`config.mk`:
```
export PLATFORM = sky130hd
export DESIGN_NAME = set_assoc_cache_lookup
export DESIGN_NICKNAME = d
export VERILOG_FILES = /design/src/rtl/sacl_pkg.sv /design/src/rtl/sacl_ctrl.sv /design/src/rtl/sacl_dpath.sv /design/src/rtl/set_assoc_cache_lookup.sv
export SDC_FILE = /design/constraint.sdc
export NUM_CORES = 2
export LEC_CHECK = 0
export ABC_AREA = 0
export ABC_CLOCK_PERIOD_IN_PS = 25500
export BUFFER_PORTS_ARGS = -buffer_cell sky130_fd_sc_hd__buf_2
export CORE_MARGIN = 2
export CORE_UTILIZATION = 55
export CTS_BUF_LIST = sky130_fd_sc_hd__clkbuf_8
export DETAILED_ROUTE_END_ITERATION = 8
export PLACE_DENSITY_LB_ADDON = 0.15
export SETUP_SLACK_MARGIN = 0.02
export SKIP_LAST_GASP = 1
export SYNTH_ARGS = -nofsm -noshare
export SYNTH_HDL_FRONTEND = slang
export SYNTH_SLANG_ARGS = --single-unit
```
`constraint.sdc`:
```
create_clock -name clk -period 25.5 [get_ports clk]
set_input_delay 5.1 -clock clk [delete_from_list [all_inputs] [get_ports clk]]
set_output_delay 5.1 -clock clk [all_outputs]
set_load 0.005 [all_outputs]
```
`src/rtl/sacl_pkg.sv`:
```
// shared constants, types and helpers for the set-associative cache lookup
package sacl_pkg;

  localparam int SET_COUNT  = 16;
  localparam int WAY_COUNT  = 4;
  localparam int LINE_BYTES = 16;
  localparam int ADDR_BITS  = 64;

  localparam int IN_ADDR_W   = 64;
  localparam int COUNT_W     = 32;
  localparam int OUTCOME_W   = 2;
  localparam int WAY_OUT_W   = 2;

  // floor of log2, as the offset and set fields are cut
  localparam int OFFSET_BITS = $clog2(LINE_BYTES + 1) - 1;
  localparam int SET_FIELD_W = $clog2(SET_COUNT + 1) - 1;
  localparam int SET_ROWS    = 1 << SET_FIELD_W;
  localparam int SET_IDX_W   = (SET_FIELD_W > 0) ? SET_FIELD_W : 1;
  localparam int TAG_RAW     = ADDR_BITS - SET_FIELD_W - OFFSET_BITS;
  localparam int TAG_FIELD_W = (TAG_RAW > 0) ? TAG_RAW : 1;
  localparam int WAY_W       = (WAY_COUNT > 1) ? $clog2(WAY_COUNT) : 1;
  localparam int CNT_W       = $clog2(WAY_COUNT + 1);

  localparam logic [IN_ADDR_W-1:0] ADDR_MASK = (ADDR_BITS >= IN_ADDR_W) ?
      {IN_ADDR_W{1'b1}} : ((IN_ADDR_W'(1) << ADDR_BITS) - IN_ADDR_W'(1));
  localparam logic [IN_ADDR_W-1:0] SET_MASK =
      (IN_ADDR_W'(1) << SET_FIELD_W) - IN_ADDR_W'(1);

  typedef logic [TAG_FIELD_W-1:0] tag_t;
  typedef logic [WAY_W-1:0]       way_t;

  // one memory row holds every way of a set
  typedef struct packed {
    tag_t [WAY_COUNT-1:0] tags;
    way_t [WAY_COUNT-1:0] ranks;
  } row_t;

  typedef enum logic [OUTCOME_W-1:0] {
    OUT_HIT   = 2'd0,
    OUT_FILL  = 2'd1,
    OUT_EVICT = 2'd2
  } outcome_t;

  typedef enum logic {
    PLC_FIFO = 1'b0,
    PLC_LRU  = 1'b1
  } policy_t;

  typedef enum logic {
    ST_IDLE,
    ST_RESOLVE
  } state_t;

  typedef struct packed {
    logic load;
    logic commit;
  } sacl_cmd_t;

  typedef struct packed {
    logic slot_busy;
  } sacl_sts_t;

  function automatic logic [COUNT_W-1:0] sat_inc(input logic [COUNT_W-1:0] c);
    return (c == {COUNT_W{1'b1}}) ? c : c + COUNT_W'(1);
  endfunction

endpackage

```
`src/rtl/sacl_ctrl.sv`:
```
// controller state machine: accepts an access and sequences the lookup
module sacl_ctrl import sacl_pkg::*; (
  input  logic      clk,
  input  logic      rst_n,
  input  logic      in_valid,
  output logic      in_stall,
  input  sacl_sts_t sts,
  output sacl_cmd_t cmd
);

  state_t state_r, state_nxt;

  always_ff @(posedge clk) begin
    if (!rst_n) begin
      state_r <= ST_IDLE;
    end else begin
      state_r <= state_nxt;
    end
  end

  always_comb begin
    state_nxt = state_r;
    unique case (state_r)
      ST_IDLE: begin
        if (in_valid) state_nxt = ST_RESOLVE;
      end
      ST_RESOLVE: begin
        if (!sts.slot_busy) state_nxt = ST_IDLE;
      end
      default: state_nxt = ST_IDLE;
    endcase
  end

  always_comb begin
    in_stall   = 1'b1;
    cmd.load   = 1'b0;
    cmd.commit = 1'b0;
    unique case (state_r)
      ST_IDLE: begin
        in_stall = 1'b0;
        cmd.load = in_valid;
      end
      ST_RESOLVE: begin
        cmd.commit = !sts.slot_busy;
      end
      default: ;
    endcase
  end

endmodule

```
`src/rtl/sacl_dpath.sv`:
```
// datapath: tag memory, valid bits, way compare, rank update, counters, result register
module sacl_dpath import sacl_pkg::*; (
  input  logic                 clk,
  input  logic                 rst_n,
  input  sacl_cmd_t            cmd,
  output sacl_sts_t            sts,
  input  logic [IN_ADDR_W-1:0] in_address,
  input  logic                 cfg_we,
  input  logic                 cfg_replace_policy,
  output logic                 out_valid,
  input  logic                 out_stall,
  output logic [OUTCOME_W-1:0] out_outcome,
  output logic [WAY_OUT_W-1:0] out_way_used,
  output logic [COUNT_W-1:0]   out_hits_total,
  output logic [COUNT_W-1:0]   out_misses_total,
  output logic [COUNT_W-1:0]   out_evictions_total
);

  logic [IN_ADDR_W-1:0] addr_m;
  logic [IN_ADDR_W-1:0] tag_full;
  logic [SET_IDX_W-1:0] set_in;

  policy_t              policy_r;
  logic [SET_IDX_W-1:0] set_r;
  tag_t                 tag_r;
  row_t                 mem [SET_ROWS];
  row_t                 row_r;
  logic [WAY_COUNT-1:0] valid_r [SET_ROWS];
  logic [WAY_COUNT-1:0] vrow_r;

  row_t                 row_nxt;
  logic [WAY_COUNT-1:0] vrow_nxt;
  outcome_t             outcome;
  way_t                 used;

  logic [COUNT_W-1:0]   hits_r, misses_r, evicts_r;
  logic [COUNT_W-1:0]   hits_nxt, misses_nxt, evicts_nxt;

  logic                 out_valid_r;
  logic [OUTCOME_W-1:0] out_outcome_r;
  logic [WAY_OUT_W-1:0] out_way_r;
  logic [COUNT_W-1:0]   out_hits_r, out_misses_r, out_evicts_r;

  // address split
  assign addr_m   = in_address & ADDR_MASK;
  assign tag_full = addr_m >> (SET_FIELD_W + OFFSET_BITS);
  assign set_in   = SET_IDX_W'((addr_m >> OFFSET_BITS) & SET_MASK);

  always_ff @(posedge clk) begin
    if (!rst_n) begin
      policy_r <= PLC_FIFO;
    end else if (cfg_we) begin
      policy_r <= policy_t'(cfg_replace_policy);
    end
  end

  // row memory, read data registered
  always_ff @(posedge clk) begin
    if (cmd.commit) mem[set_r[SET_FIELD_W > 0 ? SET_FIELD_W-1 : 0 : 0]] <= row_nxt;
    if (cmd.load) begin
      row_r <= mem[set_in[SET_FIELD_W > 0 ? SET_FIELD_W-1 : 0 : 0]];
      tag_r <= tag_full[TAG_FIELD_W-1:0];
      set_r <= set_in;
    end
  end

  always_ff @(posedge clk) begin
    if (!rst_n) begin
      for (int s = 0; s < SET_ROWS; s++) valid_r[s] <= '0;
      vrow_r <= '0;
    end else begin
      if (cmd.commit) valid_r[set_r[SET_FIELD_W > 0 ? SET_FIELD_W-1 : 0 : 0]] <= vrow_nxt;
      if (cmd.load) vrow_r <= valid_r[set_in[SET_FIELD_W > 0 ? SET_FIELD_W-1 : 0 : 0]];
    end
  end

  // way compare and rank update
  always_comb begin
    logic [CNT_W-1:0] vcnt;
    logic             hit, found_free, found_old;
    way_t             hit_way, free_way, old_way, r;
    vcnt       = '0;
    hit        = 1'b0;
    found_free = 1'b0;
    found_old  = 1'b0;
    hit_way    = '0;
    free_way   = '0;
    old_way    = '0;
    row_nxt    = row_r;
    vrow_nxt   = vrow_r;
    for (int w = 0; w < WAY_COUNT; w++) begin
      vcnt = vcnt + CNT_W'(vrow_r[w]);
      if (!hit && vrow_r[w] && row_r.tags[w] == tag_r) begin
        hit     = 1'b1;
        hit_way = WAY_W'(w);
      end
      if (!found_free && !vrow_r[w]) begin
        found_free = 1'b1;
        free_way   = WAY_W'(w);
      end
      if (!found_old && row_r.ranks[w] == '0) begin
        found_old = 1'b1;
        old_way   = WAY_W'(w);
      end
    end
    r = row_r.ranks[hit_way];
    if (hit) begin
      outcome = OUT_HIT;
      used    = hit_way;
      if (policy_r == PLC_LRU) begin
        for (int w = 0; w < WAY_COUNT; w++) begin
          if (vrow_r[w] && row_r.ranks[w] > r) row_nxt.ranks[w] = row_r.ranks[w] - WAY_W'(1);
        end
        row_nxt.ranks[hit_way] = WAY_W'(vcnt - CNT_W'(1));
      end
    end else if (found_free) begin
      outcome                 = OUT_FILL;
      used                    = free_way;
      vrow_nxt[free_way]      = 1'b1;
      row_nxt.tags[free_way]  = tag_r;
      row_nxt.ranks[free_way] = WAY_W'(vcnt);
    end else begin
      outcome = OUT_EVICT;
      used    = old_way;
      for (int w = 0; w < WAY_COUNT; w++) begin
        if (WAY_W'(w) != old_way && row_r.ranks[w] != '0) begin
          row_nxt.ranks[w] = row_r.ranks[w] - WAY_W'(1);
        end
      end
      row_nxt.tags[old_way]  = tag_r;
      row_nxt.ranks[old_way] = WAY_W'(WAY_COUNT - 1);
    end
  end

  assign hits_nxt   = (outcome == OUT_HIT)   ? sat_inc(hits_r)   : hits_r;
  assign misses_nxt = (outcome != OUT_HIT)   ? sat_inc(misses_r) : misses_r;
  assign evicts_nxt = (outcome == OUT_EVICT) ? sat_inc(evicts_r) : evicts_r;

  always_ff @(posedge clk) begin
    if (!rst_n) begin
      hits_r   <= '0;
      misses_r <= '0;
      evicts_r <= '0;
    end else if (cmd.commit) begin
      hits_r   <= hits_nxt;
      misses_r <= misses_nxt;
      evicts_r <= evicts_nxt;
    end
  end

  // result register: holds a beat until the receiver takes it
  always_ff @(posedge clk) begin
    if (!rst_n) begin
      out_valid_r <= 1'b0;
    end else if (cmd.commit) begin
      out_valid_r <= 1'b1;
    end else if (!out_stall) begin
      out_valid_r <= 1'b0;
    end
  end

  always_ff @(posedge clk) begin
    if (cmd.commit) begin
      out_outcome_r <= outcome;
      out_way_r     <= WAY_OUT_W'(used);
      out_hits_r    <= hits_nxt;
      out_misses_r  <= misses_nxt;
      out_evicts_r  <= evicts_nxt;
    end
  end

  assign sts.slot_busy       = out_valid_r && out_stall;
  assign out_valid           = out_valid_r;
  assign out_outcome         = out_outcome_r;
  assign out_way_used        = out_way_r;
  assign out_hits_total      = out_hits_r;
  assign out_misses_total    = out_misses_r;
  assign out_evictions_total = out_evicts_r;

endmodule

```
`src/rtl/set_assoc_cache_lookup.sv`:
```
// top level of the set-associative cache lookup
// An access beat on the in_ channel carries a byte address. The block splits it into
// offset, set and tag, compares the tag with the valid ways of the set and returns one
// result beat on the out_ channel: hit, fill of a free way or eviction, the way used
// and saturating hit, miss and eviction counts that include this access.
// cfg_we writes cfg_replace_policy (0 fifo, 1 lru); write it only while no access is
// in flight.
// An accepted access reads its set row from the tag memory at the accept edge and
// resolves in the resolve state, which writes the row back and loads the result
// register; in_stall stays high in resolve, so a new access is taken only after
// the current one commits.
// The result register lets the next access be accepted while a beat waits; if the
// receiver keeps stalling, the following access waits in resolve and in_stall stays
// high until the register frees.
// Reset clears all valid bits, the counters, the policy (fifo) and the channels at
// once; no clearing pass is needed.
module set_assoc_cache_lookup import sacl_pkg::*; (
  input  logic                 clk,
  input  logic                 rst_n,
  input  logic                 in_valid,
  output logic                 in_stall,
  input  logic [IN_ADDR_W-1:0] in_address,
  output logic                 out_valid,
  input  logic                 out_stall,
  output logic [OUTCOME_W-1:0] out_outcome,
  output logic [WAY_OUT_W-1:0] out_way_used,
  output logic [COUNT_W-1:0]   out_hits_total,
  output logic [COUNT_W-1:0]   out_misses_total,
  output logic [COUNT_W-1:0]   out_evictions_total,
  input  logic                 cfg_we,
  input  logic                 cfg_replace_policy
);

  sacl_cmd_t cmd;
  sacl_sts_t sts;

  sacl_ctrl u_ctrl (
    .clk      (clk),
    .rst_n    (rst_n),
    .in_valid (in_valid),
    .in_stall (in_stall),
    .sts      (sts),
    .cmd      (cmd)
  );

  sacl_dpath u_dpath (
    .clk                 (clk),
    .rst_n               (rst_n),
    .cmd                 (cmd),
    .sts                 (sts),
    .in_address          (in_address),
    .cfg_we              (cfg_we),
    .cfg_replace_policy  (cfg_replace_policy),
    .out_valid           (out_valid),
    .out_stall           (out_stall),
    .out_outcome         (out_outcome),
    .out_way_used        (out_way_used),
    .out_hits_total      (out_hits_total),
    .out_misses_total    (out_misses_total),
    .out_evictions_total (out_evictions_total)
  );

endmodule

```
==> results.md <==
- NumNets Final: roughly 8,000
- Fin Setup TNS: 0 ns
- Slew HR: 13.18%
- Initial antenna violation count: 10
- Highest-count cells in the layout ignoring fill and taps: edfxtp_1 (4,168), mux4_2 (1,139), clkbuf_8 (684)
- Commonest register cell after synthesis: edfxtp_1
- R2R Setup Slk: 18.36 ns
- Data arrival time of the critical path: ~11 ns
- Slowest stage cell, crit path: buf_4
- Most common cell after layout, fill and taps aside: edfxtp_1
- Vias: just under 80,000
- Die outline height: 554.3 um
- Detail Placement HPWL: between 200,000 and 250,000 um
- CTS hold repair buffers: 0
- Layout cell share with drive strength beyond 1: 29.63%
- GRT Total Usage: 25.98%
- Synthesized area: ~170,000 um2
- Sinks on Clock Net: 4,271
- Worst-Skew Late Latency: 1.19 ns
- RSZ-0062 raised after global routing: no
- CP required: 26.27 ns
- Slowest stage delay, CP: roughly 0.83 ns
- Post-route antenna net violation count: 0
- Vias in the first global route: about 80,000
- CP startpoint: out_stall
- 1st-pass router iterations: 7
- Setup Crit Path Kind: in -> reg
- Critical path fanouts, max: 67
- Leading area contributor after synthesis: edfxtp_1
- Residual DRC: 0
- Peak VDD IR: 0.05832 mV
- H-Tree Depth: 6
- CTS Buffer Depth: 4
- Share of the synthesized area in the top cell type: 75.14%
- Pwr dens: between 70 and 80 nW/um2
- Worst setup EP type: flip-flop
- Clock transition at path regs: 0.06 ns
- Tmin final: 9.853 ns
- WL/cell: between 30 and 40 um
- Reg-to-reg critical path startpoint: u_dpath.tag_r[6]
- Cells after Synth: 7,482
- Vias per cell: approximately 6.3
- Final hold violations: 0
- Drt initial violations: 9,370
- FF+latch count, synth: 4,271
- # setup viols final: 0
- Mean Syn Cell Area: ~22 um2
- Synth cell types: 65
- Share of flip-flops with an asynchronous set or reset: 0%
- Post-synthesis sequential area ratio: 76.38%
- IO Count: 172
- Final period util: 38.64%
- Row cnt: ~200
- CTS tree: yes
- Filler cell count in the final layout: 20,848
- Crit path top cell by count: buf_4
- Ys Warns: 0
- Slew @ Worst Pin: about 1.3 ns
- Top cells by area, synth: edfxtp_1 (75%), mux4_2 (15%), mux2_2 (1.5%), dfxtp_1 (1.2%), xnor2_1 (1.1%)
- Total of max-cap violations: 0
- First-pass GRT wire length: 574,700 um
- Layout area overhead: 10.61%
- Starting Density: 55.15%
- Largest net degree at the start of global routing: about 150
- Total power: 0.01397 W
- Grt ovf: 0
- Die ar.: 307,300 um2
- Core area: 302,000 um2
- Routability Congestion: 0.7965
- Placed cell area: 172,500 um2
- Syn nets: 7,573
- Port Buf Inserts: 167
- Crit path capture: u_dpath.mem[14][187]
- Placement Setup Slack: 14.38 ns
- R2r endpoint: u_dpath.mem[0][6]
- Cts bufs inserted: 673
- Critical path cell sequence: buf_2 -> nand2_1 -> nand2_1 -> buf_4 -> inv_4 -> buf_4 -> nand3_1 -> nor2_4 -> buf_4 -> buf_4 -> buf_4 -> buf_4
- Worst min-delay path class: reg -> reg
- Leak: roughly 59 nW
- Root buf cell: clkbuf_8
- Die W: 554.3 um
- Result of the run: completed
- Post-synth EDFFs: roughly 4,200
- FMAX: 101.5 MHz
- Slew Viols, Final: 0
- Post-CTS Setup Inserts: 0
- Final worst setup slack: 15.65 ns
- Total Routed Length: 399,100 um
- Post-cts gate resize count: 0
- Setup crit start kind: input port
- Final instance area: 184,200 um2
- Skew final: about 0.066 ns
- Worst Hold Depth: 2
- Worst R2R Path Depth: 14
## metrics by stage
stage / instances / hold slack (ns) / utilization [%]
after global routing: 12564 / 0.5576 / 60.99
after global placement: 11400 / 0.5108 / 57.11
final: 12566 / 0.5307 / 61.00
after detailed placement: 11400 / 0.5074 / 57.11
after floorplan: 7482 / 0.4782 / -
after CTS: 12563 / 0.5307 / 60.99
## logic make-up (layout without fill, tap and decap cells)
kind of cell | Yosys count | in the layout | share of synthesized area [%]
muxes | 1415 | 1415 | 17.23
adders and majority gates | 25 | 25 | 0.1863
and+or+nand+nor | 722 | 722 | 2.251
xor gates and xnor gates | 391 | 391 | 2.056
DFF | 4271 | 4271 | 76.38
buffers and inverters | 443 | 1546 | 1.101
AOI/OAI and AO/OA | 215 | 215 | 0.7940
other | 0 | 3 | 0
## layout make-up
| class | count | area, um2 | share of cell area (%) |
|---|---|---|---|
| Clock buffer | 684 | 9414 | 5.110 |
| Inverter | 27 | 103.9 | 0.05637 |
| Timing Repair Buffer | 356 | 2462 | 1.337 |
| Sequential cell | 4271 | 127200 | 69.06 |
| Antenna cell | 3 | 7.507 | 0.004075 |
| Clock inverter | 479 | 2322 | 1.261 |
| Multi-Input combinational cell | 2768 | 37720 | 20.47 |
| Tap cell | 3978 | 4977 | 2.702 |
## sequential cells by signal, indices dropped and copies added (netlist names), 32 cells and up
| name | count |
|---|---|
| u_dpath.evicts_r | 32 |
| u_dpath.valid_r | 64 |
| u_dpath.misses_r | 32 |
| u_dpath.tag_r | 56 |
| u_dpath.row_r | 232 |
| u_dpath.out_evictions_total | 32 |
| u_dpath.mem | 3712 |
| u_dpath.out_misses_total | 32 |
| u_dpath.out_hits_total | 32 |
| u_dpath.hits_r | 32 |
## synth_stat cells (3+ instances only)
library cell / count
o21ai_0: 55
buf_4: 4
buf_2: 88
or3_1: 19
nor2_2: 5
a211oi_1: 43
maj3_1: 4
nand3b_1: 3
a21boi_0: 17
xor2_1: 184
nor3_1: 41
a21o_1: 3
o31ai_1: 3
xnor2_1: 207
mux4_2: 1139
buf_1: 76
buf_6: 6
and4_1: 8
mux2i_1: 49
nand4_1: 63
inv_1: 27
mux2_2: 227
clkbuf_1: 242
and2_1: 74
ha_1: 20
nor2b_1: 60
nor4_1: 35
a31oi_1: 4
dfxtp_1: 103
nand2b_1: 13
nand2_1: 115
o21a_1: 6
and3_1: 19
a21oi_1: 68
nand3_1: 57
edfxtp_1: 4168
nor2_1: 188
o31a_1: 3
or4_1: 3
## worst max-delay path, delay by kind of cell
family                 cells  cell delay [ns]
AND/OR/NAND/NOR            4             0.96
buffers and inverters      8             4.34
## routing by layer
layer | global-route usage (%) | vias up | routed length, um
met4 | 6.938 | 0 | 9227
met1 | 37.68 | 42997 | 164700
li1 | - | 32449 | -
met3 | 3.633 | 604 | 28750
met5 | 0 | - | 0
met2 | 42.08 | 3477 | 196500
## report_power, final
part | leakage, nW | internal (W) | switching [W] | total [W]
sequential | 38.6 | 0.00792 | 0.0000617 | 0.00798
clock | 6.93 | 0.00252 | 0.00264 | 0.00517
combinational | 13.4 | 0.000299 | 0.000521 | 0.000820
## worst min path at each step
stage | from | endpoint | slack, ns
after floorplan | u_dpath.evicts_r[28] | u_dpath.evicts_r[28] | 0.48
after global placement | u_dpath.hits_r[21] | u_dpath.hits_r[21] | 0.51
after detailed placement | u_dpath.evicts_r[28] | u_dpath.evicts_r[28] | 0.51
after CTS | u_dpath.misses_r[30] | u_dpath.misses_r[30] | 0.53
after global routing | u_dpath.misses_r[1] | u_dpath.misses_r[1] | 0.56
final | u_dpath.misses_r[16] | u_dpath.misses_r[16] | 0.53
Power figures use the tool's default switching activity.
